## config.mk

```make
export PLATFORM = sky130hd
export DESIGN_NAME = nps_ctrl
export DESIGN_NICKNAME = d
export VERILOG_FILES = /design/src/rtl/nps_pkg.sv /design/src/rtl/nps_ctrl.sv
export SDC_FILE = /design/constraint.sdc
export NUM_CORES = 1
export LEC_CHECK = 0
export BUFFER_PORTS_ARGS = -buffer_cell sky130_fd_sc_hd__buf_4
export CORE_AREA = 3 3 40 42
export CTS_CLUSTER_SIZE = 40
export DETAILED_ROUTE_END_ITERATION = 8
export DIE_AREA = 0 0 43 45
export PLACE_DENSITY_LB_ADDON = 0.05
export SLEW_MARGIN = 10
export SYNTH_ARGS = -nofsm -noshare
export SYNTH_HDL_FRONTEND = slang
export SYNTH_SLANG_ARGS = --single-unit
```

## constraint.sdc

```tcl
create_clock -name clk -period 1.04 [get_ports clk]
set_clock_uncertainty 0.15 [all_clocks]
set_input_delay 0.156 -clock clk [delete_from_list [all_inputs] [get_ports clk]]
set_output_delay 0.156 -clock clk [all_outputs]
set_load 0.05 [all_outputs]
```

## src/rtl/nps_pkg.sv

```systemverilog
// ----------------------------------------------------------------------------
// nps_pkg
// Types and constants shared by the nearest palette color search block.
// ----------------------------------------------------------------------------
package nps_pkg;

  localparam logic FUNC_WRITE = 1'b0;
  localparam logic FUNC_QUERY = 1'b1;

  localparam int unsigned COLOR_W = 8;
  localparam int unsigned SQ_W    = 16;
  localparam int unsigned DIST_W  = 18;
  localparam logic [DIST_W-1:0] MAX_DISTANCE = 18'd195075;

  typedef struct packed {
    logic               func;
    logic [7:0]         entry_index;
    logic [COLOR_W-1:0] red;
    logic [COLOR_W-1:0] green;
    logic [COLOR_W-1:0] blue;
  } req_item_t;

  typedef struct packed {
    logic [7:0]        best_index;
    logic [DIST_W-1:0] best_distance;
    logic              exact_match;
  } rsp_item_t;

  typedef enum logic [2:0] {
    ST_CLEAR,
    ST_IDLE,
    ST_SCAN,
    ST_DRAIN,
    ST_HOLD
  } state_t;

  typedef struct packed {
    logic clear_wr;
    logic entry_wr;
    logic capture_query;
    logic scan_rd;
    logic cnt_inc;
    logic cnt_clear;
    logic load_out;
  } ctrl_cmd_t;

  typedef struct packed {
    logic cnt_last;
    logic scan_done;
    logic out_free;
  } ctrl_status_t;

endpackage

```

## src/rtl/nps_ctrl.sv

```systemverilog
// ----------------------------------------------------------------------------
// nps_ctrl
// Sequencer: palette clear after reset, item intake, scan and result hand-off.
// ----------------------------------------------------------------------------
module nps_ctrl import nps_pkg::*; (
  input  logic         clk,
  input  logic         rst,
  input  logic         req_valid,
  input  logic         req_func,
  output logic         req_ready,
  input  ctrl_status_t status,
  output ctrl_cmd_t    cmd
);

  state_t state;
  state_t state_next;

  always_ff @(posedge clk) begin
    if (rst) begin
      state <= ST_CLEAR;
    end else begin
      state <= state_next;
    end
  end

  always_comb begin
    state_next = state;
    case (state)
      ST_CLEAR: begin
        if (status.cnt_last) begin
          state_next = ST_IDLE;
        end
      end
      ST_IDLE: begin
        if (req_valid && req_func == FUNC_QUERY) begin
          state_next = ST_SCAN;
        end
      end
      ST_SCAN: begin
        if (status.cnt_last) begin
          state_next = ST_DRAIN;
        end
      end
      ST_DRAIN: begin
        if (status.scan_done) begin
          state_next = status.out_free ? ST_IDLE : ST_HOLD;
        end
      end
      ST_HOLD: begin
        if (status.out_free) begin
          state_next = ST_IDLE;
        end
      end
      default: state_next = ST_CLEAR;
    endcase
  end

  always_comb begin
    cmd       = '0;
    req_ready = 1'b0;
    case (state)
      ST_CLEAR: begin
        cmd.clear_wr  = 1'b1;
        cmd.cnt_inc   = 1'b1;
        cmd.cnt_clear = status.cnt_last;
      end
      ST_IDLE: begin
        req_ready         = 1'b1;
        cmd.entry_wr      = req_valid && req_func == FUNC_WRITE;
        cmd.capture_query = req_valid && req_func == FUNC_QUERY;
      end
      ST_SCAN: begin
        cmd.scan_rd   = 1'b1;
        cmd.cnt_inc   = 1'b1;
        cmd.cnt_clear = status.cnt_last;
      end
      ST_DRAIN: begin
        cmd.load_out = status.scan_done && status.out_free;
      end
      ST_HOLD: begin
        cmd.load_out = status.out_free;
      end
      default: begin
        cmd = '0;
      end
    endcase
  end

endmodule

```

# Word-level counts from Yosys, hierarchy flattened
# Cells that the tools add are included.
# totals
regBits	3
input_bits	7
elab_cells	30
# op_classes
n_reduce_logical	6
eq_ne	9
mux	13
bitwise_logic	1
# op_table
operator	count
2-to-1 mux 3 bit	6
one-hot mux 3 bit (5 select lines)	1
inequality test 2 bit, second input constant	5
== test 3 x 2 -> 1 bit, second input constant	2
AND reduction 5 bit	1
2-to-1 mux 2 bit	2
== test 3 x 1 -> 1 bit, second input constant	1
== test 3 bit, second input constant	1
logical AND 1 bit	3
zero test 3 bit	1
2-to-1 mux 1 bit	3
one-hot mux 1 bit (2 select lines)	1
OR reduction 2 bit	1
inverter 1 bit	1

# Depth between registers and ports, before layout
# Gate-level depths: netlist of run 1.
# logic_depth
word_depth	3
ltp_mapped	5

# Worst setup path before layout of run 1
# OpenSTA, ideal clock, no wires.
# synth_timing
path_kind	flip-flop to output port
start	reg state[2]
end	out cmd[5] (netlist name)
t_arrival_ns	2.203
slack_ns	-1.469
path_stages_with_launch	4
n_path_buf	1
required_ns	0.734
cell_sequence	dfxtp_1 > buf_6 > nand2b_1 > nor4b_1
# synth_lines
item	line	source
from (decl)	nps_ctrl.sv:15	state_t state;
from (signal assigned)	nps_ctrl.sv:22	state <= state_next;
to (decl)	nps_ctrl.sv:12	output ctrl_cmd_t cmd

==> results by group, run 1 <==
Hold path
  – Hold path depth: 2
  – HP Class: in -> reg
  – Hold wc startpoint: status[0]
  – Worst hold endpoint: state[2]

Final layout
  – N_diodes: 0
  – Top Registers: state x3
  – Fill cells: ~110
  – Largest reg by FF count: state
  – Area Overhead vs Synth: 165%
  – Max reg flops: 3
  – Layout Utilization: 0.555
  – Fraction of layout cells with a size suffix above 1: 0.791
  – Nets: 75
  – Final instance area: slightly above 700 um2

Status
  – Failing checks: negative hold slack, negative setup slack
  – Status: complete, but fails checks

Synthesis
  – Synth Flop Type: dfxtp_1
  – Most common library cells after synthesis: and2_1, dfxtp_1, nand2b_1, nor2_1, nor3_1
  – Mapped Area: 269 um2
  – Post-synth top area cell: dfxtp_1
  – Post-Syn Nets: 40
  – Gate Count Post-Synth: 33
  – Ys async rst share: 0
  – Number of distinct library cells after synthesis: 21
  – Ys Warns: 0
  – Syn Area/Cell: a little over 8 um2
  – Sequential area share after synthesis: 0.223
  – Yosys top cell area share: 0.223
  – Top cells by area, synth: dfxtp_1, and2_1, nand2b_1
  – Post-synth EDFFs: 0
  – Post-synthesis register bit count: 3

Worst setup path
  – CP peak stage delay: 0.37 ns
  – Flop-to-flop setup slack: -0.33 ns
  – Crit path launch type: flip-flop
  – CP Class: reg -> out
  – CP top delay family: simple AND/OR/NAND/NOR gates
  – Req. time, crit path: roughly 0.73 ns
  – Crit path DAT: 1.24 ns
  – Worst R2R Path Depth: 5
  – Worst reg2reg endpoint: state[0]
  – CP max FO: 5
  – Stages on the worst setup path: 5
  – Crit. End Element: primary output
  – Crit path max-delay cell type: dfxtp_4
  – Buf+Inv Stages, Crit Path: 1
  – CP Cell Sequence: nor2b_4, nand3_1, o21ai_2, and2_4, buf_8
  – FF-to-FF Start: state[1]

CTS
  – Clock Pin Slew Worst Setup and Hold Paths: 0.04 ns
  – Largest buffer count on any clock path: 2
  – TritonCTS Buffers: 3
  – Clk sinks: 3
  – CTS tree: built
  – Root Driver: clkbuf_4
  – H-Tree Depth: 1
  – CTS Hold Buffers Added: 1
  – Later-pin clock latency in the skew report: roughly 0.24 ns

Placed design
  – Post-DP HPWL: a little over 700 um
  – Buffers on Ports: 14
  – Area after DPL: roughly 530 um2
  – GPL Wtd Cong: 0.736
  – DP Worst Slack: -0.304 ns

STA
  – Post-layout min period: roughly 1.5 ns
  – Final Hold Viols: 1
  – Setup_tns: -3.93 ns
  – F_max: 647 MHz
  – Worst-margin pin slew: between 0.2 and 0.25 ns
  – Worst slew margin: 0.854
  – Fin Hold WS: -0.0276 ns
  – Setup ws final: -0.505 ns
  – Fin. max-slew vios: 0
  – RSZ-0062 raised after global routing: yes
  – Post-route clock period utilization: 1.49
  – Endpoints failing setup: 11

Job
  – Max-cap violations: 0

Route
  – Final ANT Viol Nets: 0
  – DRT Pass-1 Iters: 3
  – Routed WL per cell: around 13 um
  – Initial DRC count: 3
  – DRC viols: 0
  – DRT Wirelength: about 1 mm
  – DR vias/cell: 4.59
  – Total number of vias: roughly 380

Global routing
  – Vias in the first global route: roughly 370
  – Largest net degree at the start of global routing: 6
  – Initial antenna violation count: 0
  – Overall global routing resource usage: 0.109
  – First-pass GRT wire length: between 1.5 and 2 mm
  – GRT Residual Overflow: 0

Floorplan
  – Full die area: a little under 2000 um2
  – IO Count: 15
  – Core Area: roughly 1300 um2
  – Site Rows: 13
  – Initial Util: 0.209
  – Die height: around 45 um
  – Die Width: about 43 um

Power
  – Peak supply drop: between 0.9 and 1 mV
  – PwrDens: 1830 nW/um2
  – Leak: about 0.32 nW
  – Power Total: 1.31 mW
-- how the worst max path moves through the flow --
stage | endpoint | from | slack (ns)
finish | cmd[0] | state[0] | -0.50
floorplan | cmd[5] | state[2] | -0.51
global placement | cmd[0] | state[0] | -0.32
global route | cmd[0] | state[0] | -0.56
CTS | cmd[0] | state[0] | -0.49
detailed placement | cmd[0] | state[0] | -0.30
-- routing by layer --
layer / track usage / wire [um] / up-vias
met4: 0.0542 / 0 / 0
met3: 0.0279 / 45 / 0
met2: 0.219 / 597 / 11
met5: 0 / 0 / -
met1: 0.100 / 387 / 180
li1: - / - / 185
-- worst reg2reg max path: cells and delay by family (launching register included) --
family          cells  cell delay [ns]
buf+inv             3             0.36
flops               1             0.34
compound gates      1             0.31
mux                 1             0.13
-- what timing repair did --
item | 4_1_cts | 5_1_grt
buffers inserted | 4 | 2
gates resized for setup | 23 | 5
endpoints found under the setup margin | 11 | 11
hold endpoints to repair | 2 | 1
pin swaps | 3 | 1
gates cloned | 0 | 0
-- report_power, final --
part / leakage, nW / total, mW / switching [mW] / internal [mW]
logic: 0.273 / 0.927 / 0.464 / 0.463
registers: 0.0267 / 0.170 / 0.0312 / 0.139
clock network: 0.0150 / 0.209 / 0.0653 / 0.144
-- layout make-up --
cell class              count  area (um2)  share of cell area
clock buffers               4        26.3              0.0368
multi-input cells          27         263               0.368
flip-flops and latches      3        71.3               0.100
well taps                  15        18.8              0.0263
repair buffers             33         334               0.468
-- cells in the final DEF, fill, tap and decap left out --
cell type / synthesis / layout
buf_4: 1 / 17
buf_6: 1 / 9
a2bb2oi_2: 1 / 1
dfxtp_4: 0 / 3
mux2i_1: 1 / 1
nor2b_4: 1 / 1
nor3b_2: 1 / 1
buf_8: 0 / 5
a221o_1: 1 / 1
nor2_1: 3 / 1
a31oi_1: 2 / 2
nor3_1: 3 / 1
buf_12: 0 / 1
nor3_4: 0 / 2
clkbuf_1: 0 / 1
dlygate4sd3_1: 0 / 1
nand2b_4: 0 / 1
nand3_1: 1 / 1
clkbuf_4: 0 / 3
nor4_2: 0 / 1
and2_4: 0 / 3
nor4b_4: 0 / 1
nor2_4: 0 / 2
nand2_1: 2 / 2
o21ai_2: 1 / 2
and3_1: 1 / 1
nand2b_1: 3 / 2
-- metrics by stage --
step | instances | hold slack (ns)
floorplan | 33 | 0.0748
global placement | 71 | 0.202
detailed placement | 71 | 0.207
CTS | 80 | -0.0367
global route | 82 | -0.0245
finish | 82 | -0.0276
-- cell families (layout without fill, tap and decap cells) --
group | after synthesis | count (layout) | share of synthesized area
AND/OR/NAND/NOR | 20 | 20 | 0.460
AO/OA/AOI/OAI | 6 | 6 | 0.191
flip-flops | 3 | 3 | 0.223
buffers and inverters | 3 | 37 | 0.0884
multiplexers | 1 | 1 | 0.0372
(Power assumes the default switching activity.)
==> run 2: changes to the inputs <==
==> constraint.sdc (replaced) <==
create_clock -name clk -period 1.04 [get_ports clk]
set_clock_uncertainty 0.15 [all_clocks]
set_input_delay 0.104 -clock clk [delete_from_list [all_inputs] [get_ports clk]]
set_output_delay 0.104 -clock clk [all_outputs]
set_load 0.05 [all_outputs]
==> results by group, run 2 (synthesis results as in run 1) <==
Floorplan
  – Full die area: 1940 um2 (unchanged)
  – IO Count: 15 (unchanged)
  – Die Width: 43 um (unchanged)
  – Initial Util: 0.209 (unchanged)
  – Core Area: 1280 um2 (unchanged)
  – Site Rows: 13 (unchanged)
  – Die height: 45 um (unchanged)

Final layout
  – Largest reg by FF count: state
  – Sequential Area: 71.3 um2 (unchanged)
  – Fill cells: 123 (+8.8%)
  – Commonest non-fill, non-tap cell in the layout: buf_4
  – Multi-input logic area: 280 um2 (+6.7%)
  – Nets: 72 (-4.0%)
  – Max reg flops: 3 (unchanged)
  – Most frequent cells in the layout: buf_4, buf_6, buf_8
  – N_diodes: 0 (unchanged)
  – Area Overhead vs Synth: 157%
  – Fraction of layout cells with a size suffix above 1: 0.813 (+0.0215)
  – Top Registers: state x3

Power
  – Peak supply drop: 0.901 mV (-1.5%)
  – Power Total: 1.29 mW (-0.91%)
  – PwrDens: 1870 nW/um2 (+2.3%)
  – Leak: 0.300 nW (-4.7%)

Route
  – DRT Wirelength: 958 um (-7.0%)
  – DR vias/cell: 4.62 (+0.76%)
  – Total number of vias: 365 (-2.9%)
  – M1 WL: 370 um (-4.4%)
  – Highest metal used: met4
  – DRT Pass-1 Iters: 2 (-1)
  – DRC viols: 0 (unchanged)
  – Routed met2 length: 507 um (-15%)
  – Initial DRC count: 3 (unchanged)
  – Final ANT Viol Nets: 0 (unchanged)
  – Routed WL per cell: 12.1 um (-3.5%)
  – DR WL met3: 54 um (+20%)

Job
  – Max-cap violations: 0 (unchanged)

STA
  – Setup ws final: -0.421 ns (+0.0835 ns)
  – Post-route clock period utilization: 1.41 (-0.0803)
  – Fin. max-slew vios: 0 (unchanged)
  – F_max: 684 MHz (+5.7%)
  – RSZ-0062 raised after global routing: yes
  – Post-layout min period: 1.46 ns (-0.0835 ns)
  – Worst slew margin: 0.861 (+0.00661)
  – Endpoints failing setup: 11 (unchanged)
  – Final Hold Viols: 0 (-1)
  – Setup_tns: -3.33 ns (+0.593 ns)
  – Worst-margin pin slew: 0.208 ns (-0.00987 ns)

Hold path
  – HP Class: in -> reg

Worst setup path
  – Flop-to-flop setup slack: -0.29 ns (+0.04 ns)
  – CP Class: reg -> out
  – Crit path from: state[0]
  – Req. time, crit path: 0.79 ns (+0.06 ns)
  – Worst reg2reg endpoint: state[0]
  – Crit path launch type: flip-flop
  – Worst setup path end: cmd[5]
  – Crit path DAT: 1.21 ns (-0.03 ns)
  – Crit. End Element: primary output
  – Worst R2R Path Depth: 4 (-1)
  – CP max FO: 6 (+1)
  – FF-to-FF Start: state[2]

CTS
  – H-Tree Depth: 1 (unchanged)
  – Largest buffer count on any clock path: 2 (unchanged)
  – Later-pin clock latency in the skew report: 0.24 ns (about the same)
  – Clock Pin Slew Worst Setup and Hold Paths: 0.03 ns (about the same)
  – Root Driver: clkbuf_4
  – CTS tree: built
  – TritonCTS Buffers: 3 (unchanged)
  – Clk sinks: 3 (unchanged)

Status
  – Failing checks: negative setup slack
  – Status: complete, but fails checks

Global routing
  – Overall global routing resource usage: 0.113 (+0.00415)
  – Largest net degree at the start of global routing: 7 (+1)
  – Vias in the first global route: 358 (-3.0%)
  – Initial antenna violation count: 0 (unchanged)
  – First-pass GRT wire length: 1.57 mm (+0.90%)
  – GRT Residual Overflow: 0 (unchanged)

Placed design
  – GPL Wtd Cong: 0.777 (+5.5%)
  – Buffers on Ports: 14 (unchanged)
==> run 2: cell types whose count changed in the layout (fill, tap and decap cells not counted), sizes merged <==
| cell | delta |
|---|---|
| buf | -4 |
| dlygate4sd3 | +1 |
==> run 2: how the worst min path moves through the flow <==
stage	from	cells after the start	to
floorplan	status[0]	1	state[2]
global placement	rst	2	state[2]
detailed placement	rst	2	state[2]
CTS	status[0]	2	state[2]
global route	rst	3	state[0]
finish	rst	3	state[0]
==> run 2: power by group <==
part | leakage (nW) | total (mW) | switching, mW | internal (mW)
Combinational | 0.258 | 0.917 | 0.456 | 0.461
Sequential | 0.0267 | 0.170 | 0.0310 | 0.139
Clock | 0.0150 | 0.208 | 0.0640 | 0.144
Total | 0.300 | 1.29 | 0.551 | 0.744
==> run 2: timing repair <==
action	4_1_cts	5_1_grt
hold buffers	1	1
buffers inserted	2	2
setup endpoints to repair	11	11
cloned	0	0
resized for setup	22	7
endpoints found under the hold margin	2	1
pin swaps	3	5
==> run 2: cell type report <==
cell class,instances,share of cell area
Multi-Input combinational cell,27,0.406
Sequential cell,3,0.103
Tap cell,15,0.0272
Clock buffer,4,0.0380
Timing Repair Buffer,30,0.426
==> run 2: routing by layer <==
metal	global-route usage	vias up
met2	0.198	15
li1	-	182
met5	0	-
met3	0.0239	4
met4	0.0904	0
met1	0.117	164
==> run 2: metrics by stage <==
stage	utilization	worst slack [ns]	area, um2	hold WS [ns]	cells
finish	0.537	-0.421	691	0.00999	79
global route	0.537	-0.482	691	0.0255	79
floorplan	-	-0.454	333	0.0228	33
detailed placement	0.390	-0.307	502	0.157	69
CTS	0.491	-0.442	631	-0.0974	76
global placement	0.390	-0.250	502	0.154	69
==> run 2: critical path, stage by stage, from the launching register on <==
cell and delay (ns):
dfxtp_4 0.37, buf_4 0.12, nand2b_4 0.07, nor4b_4 0.23
buf_6 0.19
==> run 3: changes to the inputs <==
--- a/config.mk
+++ b/config.mk
@@ -11,7 +11,8 @@
 export DETAILED_ROUTE_END_ITERATION = 8
 export DIE_AREA = 0 0 43 45
 export PLACE_DENSITY_LB_ADDON = 0.05
-export SLEW_MARGIN = 10
+export REMOVE_ABC_BUFFERS = 1
+export SLEW_MARGIN = 20
 export SYNTH_ARGS = -nofsm -noshare
 export SYNTH_HDL_FRONTEND = slang
 export SYNTH_SLANG_ARGS = --single-unit
==> results by group, run 3 (synthesis results as in run 1) <==
Final layout
  – Area Overhead vs Synth: 146%
  – Layout Utilization: 0.515 (-0.0224)
  – Sequential Area: 71.3 um2 (unchanged)
  – Fill cells: 117 (-4.9%)
  – Multi-input logic area: 284 um2 (+1.3%)
  – Fin cells: 76 (-3.8%)
  – Top Registers: state x3
  – N_diodes: 0 (unchanged)
  – Nets: 69 (-4.2%)
  – Fraction of layout cells with a size suffix above 1: 0.787 (-0.0256)
  – Max reg flops: 3 (unchanged)
  – Most frequent cells in the layout: buf_4, buf_6, clkbuf_4, buf_8, dfxtp_4
  – Commonest non-fill, non-tap cell in the layout: buf_4
  – Final instance area: 662 um2 (-4.2%)
  – Largest reg by FF count: state

Worst setup path
  – CP Cell Sequence: nor2b_4, nand3_2, o21ai_2, and2_1, buf_6
  – Stages on the worst setup path: 5 (+1)
  – CP peak stage delay: 0.37 ns (about the same)
  – CP Class: reg -> out
  – Crit. End Element: primary output
  – Req. time, crit path: 0.79 ns (about the same)
  – Buf+Inv Stages, Crit Path: 1 (-1)
  – Worst R2R Path Depth: 6 (+2)
  – Crit path DAT: 1.21 ns (about the same)
  – Crit path max-delay cell type: dfxtp_4
  – Crit path launch type: flip-flop
  – CP max FO: 5 (-1)
  – CP top delay family: simple AND/OR/NAND/NOR gates
  – Flop-to-flop setup slack: -0.27 ns (+0.02 ns)

Placed design
  – Buffers on Ports: 14 (unchanged)
  – GPL Wtd Cong: 0.760 (-2.1%)
  – Post-DP HPWL: just under 600 um
  – Area after DPL: 422 um2 (-16%)
  – Dpl cells: 66 (-4.3%)

Route
  – DRC viols: 0 (unchanged)
  – Initial DRC count: 6 (+3)
  – Final ANT Viol Nets: 0 (unchanged)
  – DRT Wirelength: 907 um (-5.3%)
  – DR vias/cell: 4.64 (+0.53%)
  – Total number of vias: 353 (-3.3%)
  – DRT Pass-1 Iters: 2 (unchanged)
  – Routed WL per cell: 11.9 um (-1.6%)

Floorplan
  – Site Rows: 13 (unchanged)
  – Die Width: 43 um (unchanged)
  – IO Count: 15 (unchanged)
  – Core Area: 1280 um2 (unchanged)
  – Initial Util: 0.209 (unchanged)
  – Die height: 45 um (unchanged)
  – Full die area: 1940 um2 (unchanged)

Power
  – PwrDens: 1880 nW/um2 (about the same)
  – Clock group share of total power: 0.162 (about the same)
  – Flop pwr share: 0.142 (+0.011)
  – Peak supply drop: 0.887 mV (-1.6%)
  – Sw frac: 0.437 (+0.0121)
  – Leak: 0.280 nW (-6.6%)
  – Internal Dissipation: 0.699 mW (-6.1%)
  – Power Total: 1.24 mW (-4.1%)
  – Sw Pwr: 0.543 mW (-1.3%)
  – Gate power share: 0.696 (-0.012)

CTS
  – Clk sinks: 3 (unchanged)
  – TritonCTS Buffers: 3 (unchanged)
  – Later-pin clock latency in the skew report: 0.23 ns (about the same)
  – H-Tree Depth: 1 (unchanged)
  – Root Driver: clkbuf_4
  – Largest buffer count on any clock path: 2 (unchanged)
  – Clock Pin Slew Worst Setup and Hold Paths: 0.04 ns (about the same)
  – CTS tree: built

STA
  – Worst slew margin: 0.841 (-0.0196)
  – Final Hold Viols: 0 (unchanged)
  – Worst-margin pin slew: 0.237 ns (+0.0295 ns)
  – F_max: 684 MHz (about the same)
  – RSZ-0062 raised after global routing: yes
  – Post-route clock period utilization: 1.41 (about the same)
  – Fin. max-slew vios: 0 (unchanged)
  – Endpoints failing setup: 11 (unchanged)
  – Post-layout min period: 1.46 ns (+0.00121 ns)
  – Fin Hold WS: 0.0178 ns (+0.00777 ns)
  – Setup ws final: -0.422 ns (-0.00121 ns)

Status
  – Failing checks: negative setup slack
  – Status: complete, but fails checks

Job
  – Max-cap violations: 0 (unchanged)

Global routing
  – Largest net degree at the start of global routing: 8 (+1)
  – Vias in the first global route: 316 (-12%)
  – First-pass GRT wire length: 1.39 mm (-11%)
  – GRT Residual Overflow: 0 (unchanged)
  – Overall global routing resource usage: 0.101 (-0.0124)
  – Initial antenna violation count: 0 (unchanged)

Hold path
  – Hold path depth: 3 (unchanged)
  – HP Class: in -> reg
run 3: layout make-up:
class	count	share of cell area
multi-input cells	27	0.429
repair buffers	27	0.395
flip-flops and latches	3	0.108
clock buffers	4	0.0397
well taps	15	0.0284
run 3: routing by layer:
metal	GRT usage	share of wire	vias up	wire length (um)
met5	0	0	-	0
met4	0.0181	0.019	0	17
met3	0.0598	0.082	2	74
met2	0.168	0.49	18	447
met1	0.113	0.41	157	368
li1	-	-	176	-
run 3: final timing paths:
kind	from	end
setup / recovery	state[0]	cmd[0]
hold / removal	rst	state[0]
setup reg to reg	state[0]	state[0]
hold reg to reg	state[2]	state[1]
run 3: what timing repair did:
action	CTS	global route
setup buffers	0	3
pin swaps	4	4
gates resized for setup	29	10
hold buffers	3	0
setup endpoints to repair	11	11
hold endpoints to repair	2	0
run 3: power by group through the flow:
stage               sequential (mW)  clock (mW)  combinational, mW
floorplan                     0.171           0              0.362
finish                        0.176       0.202              0.865
global placement              0.160           0              0.601
global route                  0.179       0.228              0.906
detailed placement            0.160           0              0.608
CTS                           0.175       0.210              0.772
run 3: per-stage QoR:
step | TNS, ns | setup slack, ns
2_1_floorplan | -6.17 | -1.41
3_3_place_gp | -1.77 | -0.256
3_5_place_dp | -1.92 | -0.293
4_1_cts | -3.20 | -0.461
5_1_grt | -3.88 | -0.476
6_report | -3.34 | -0.422
run 3: worst register-to-register path, delay by kind of cell (launching register included):
family | cells | cell delay [ns]
DFF | 1 | 0.37
buffers and inverters | 2 | 0.20
muxes | 1 | 0.18
and+or+nand+nor | 1 | 0.16
AOI/OAI and AO/OA | 2 | 0.16
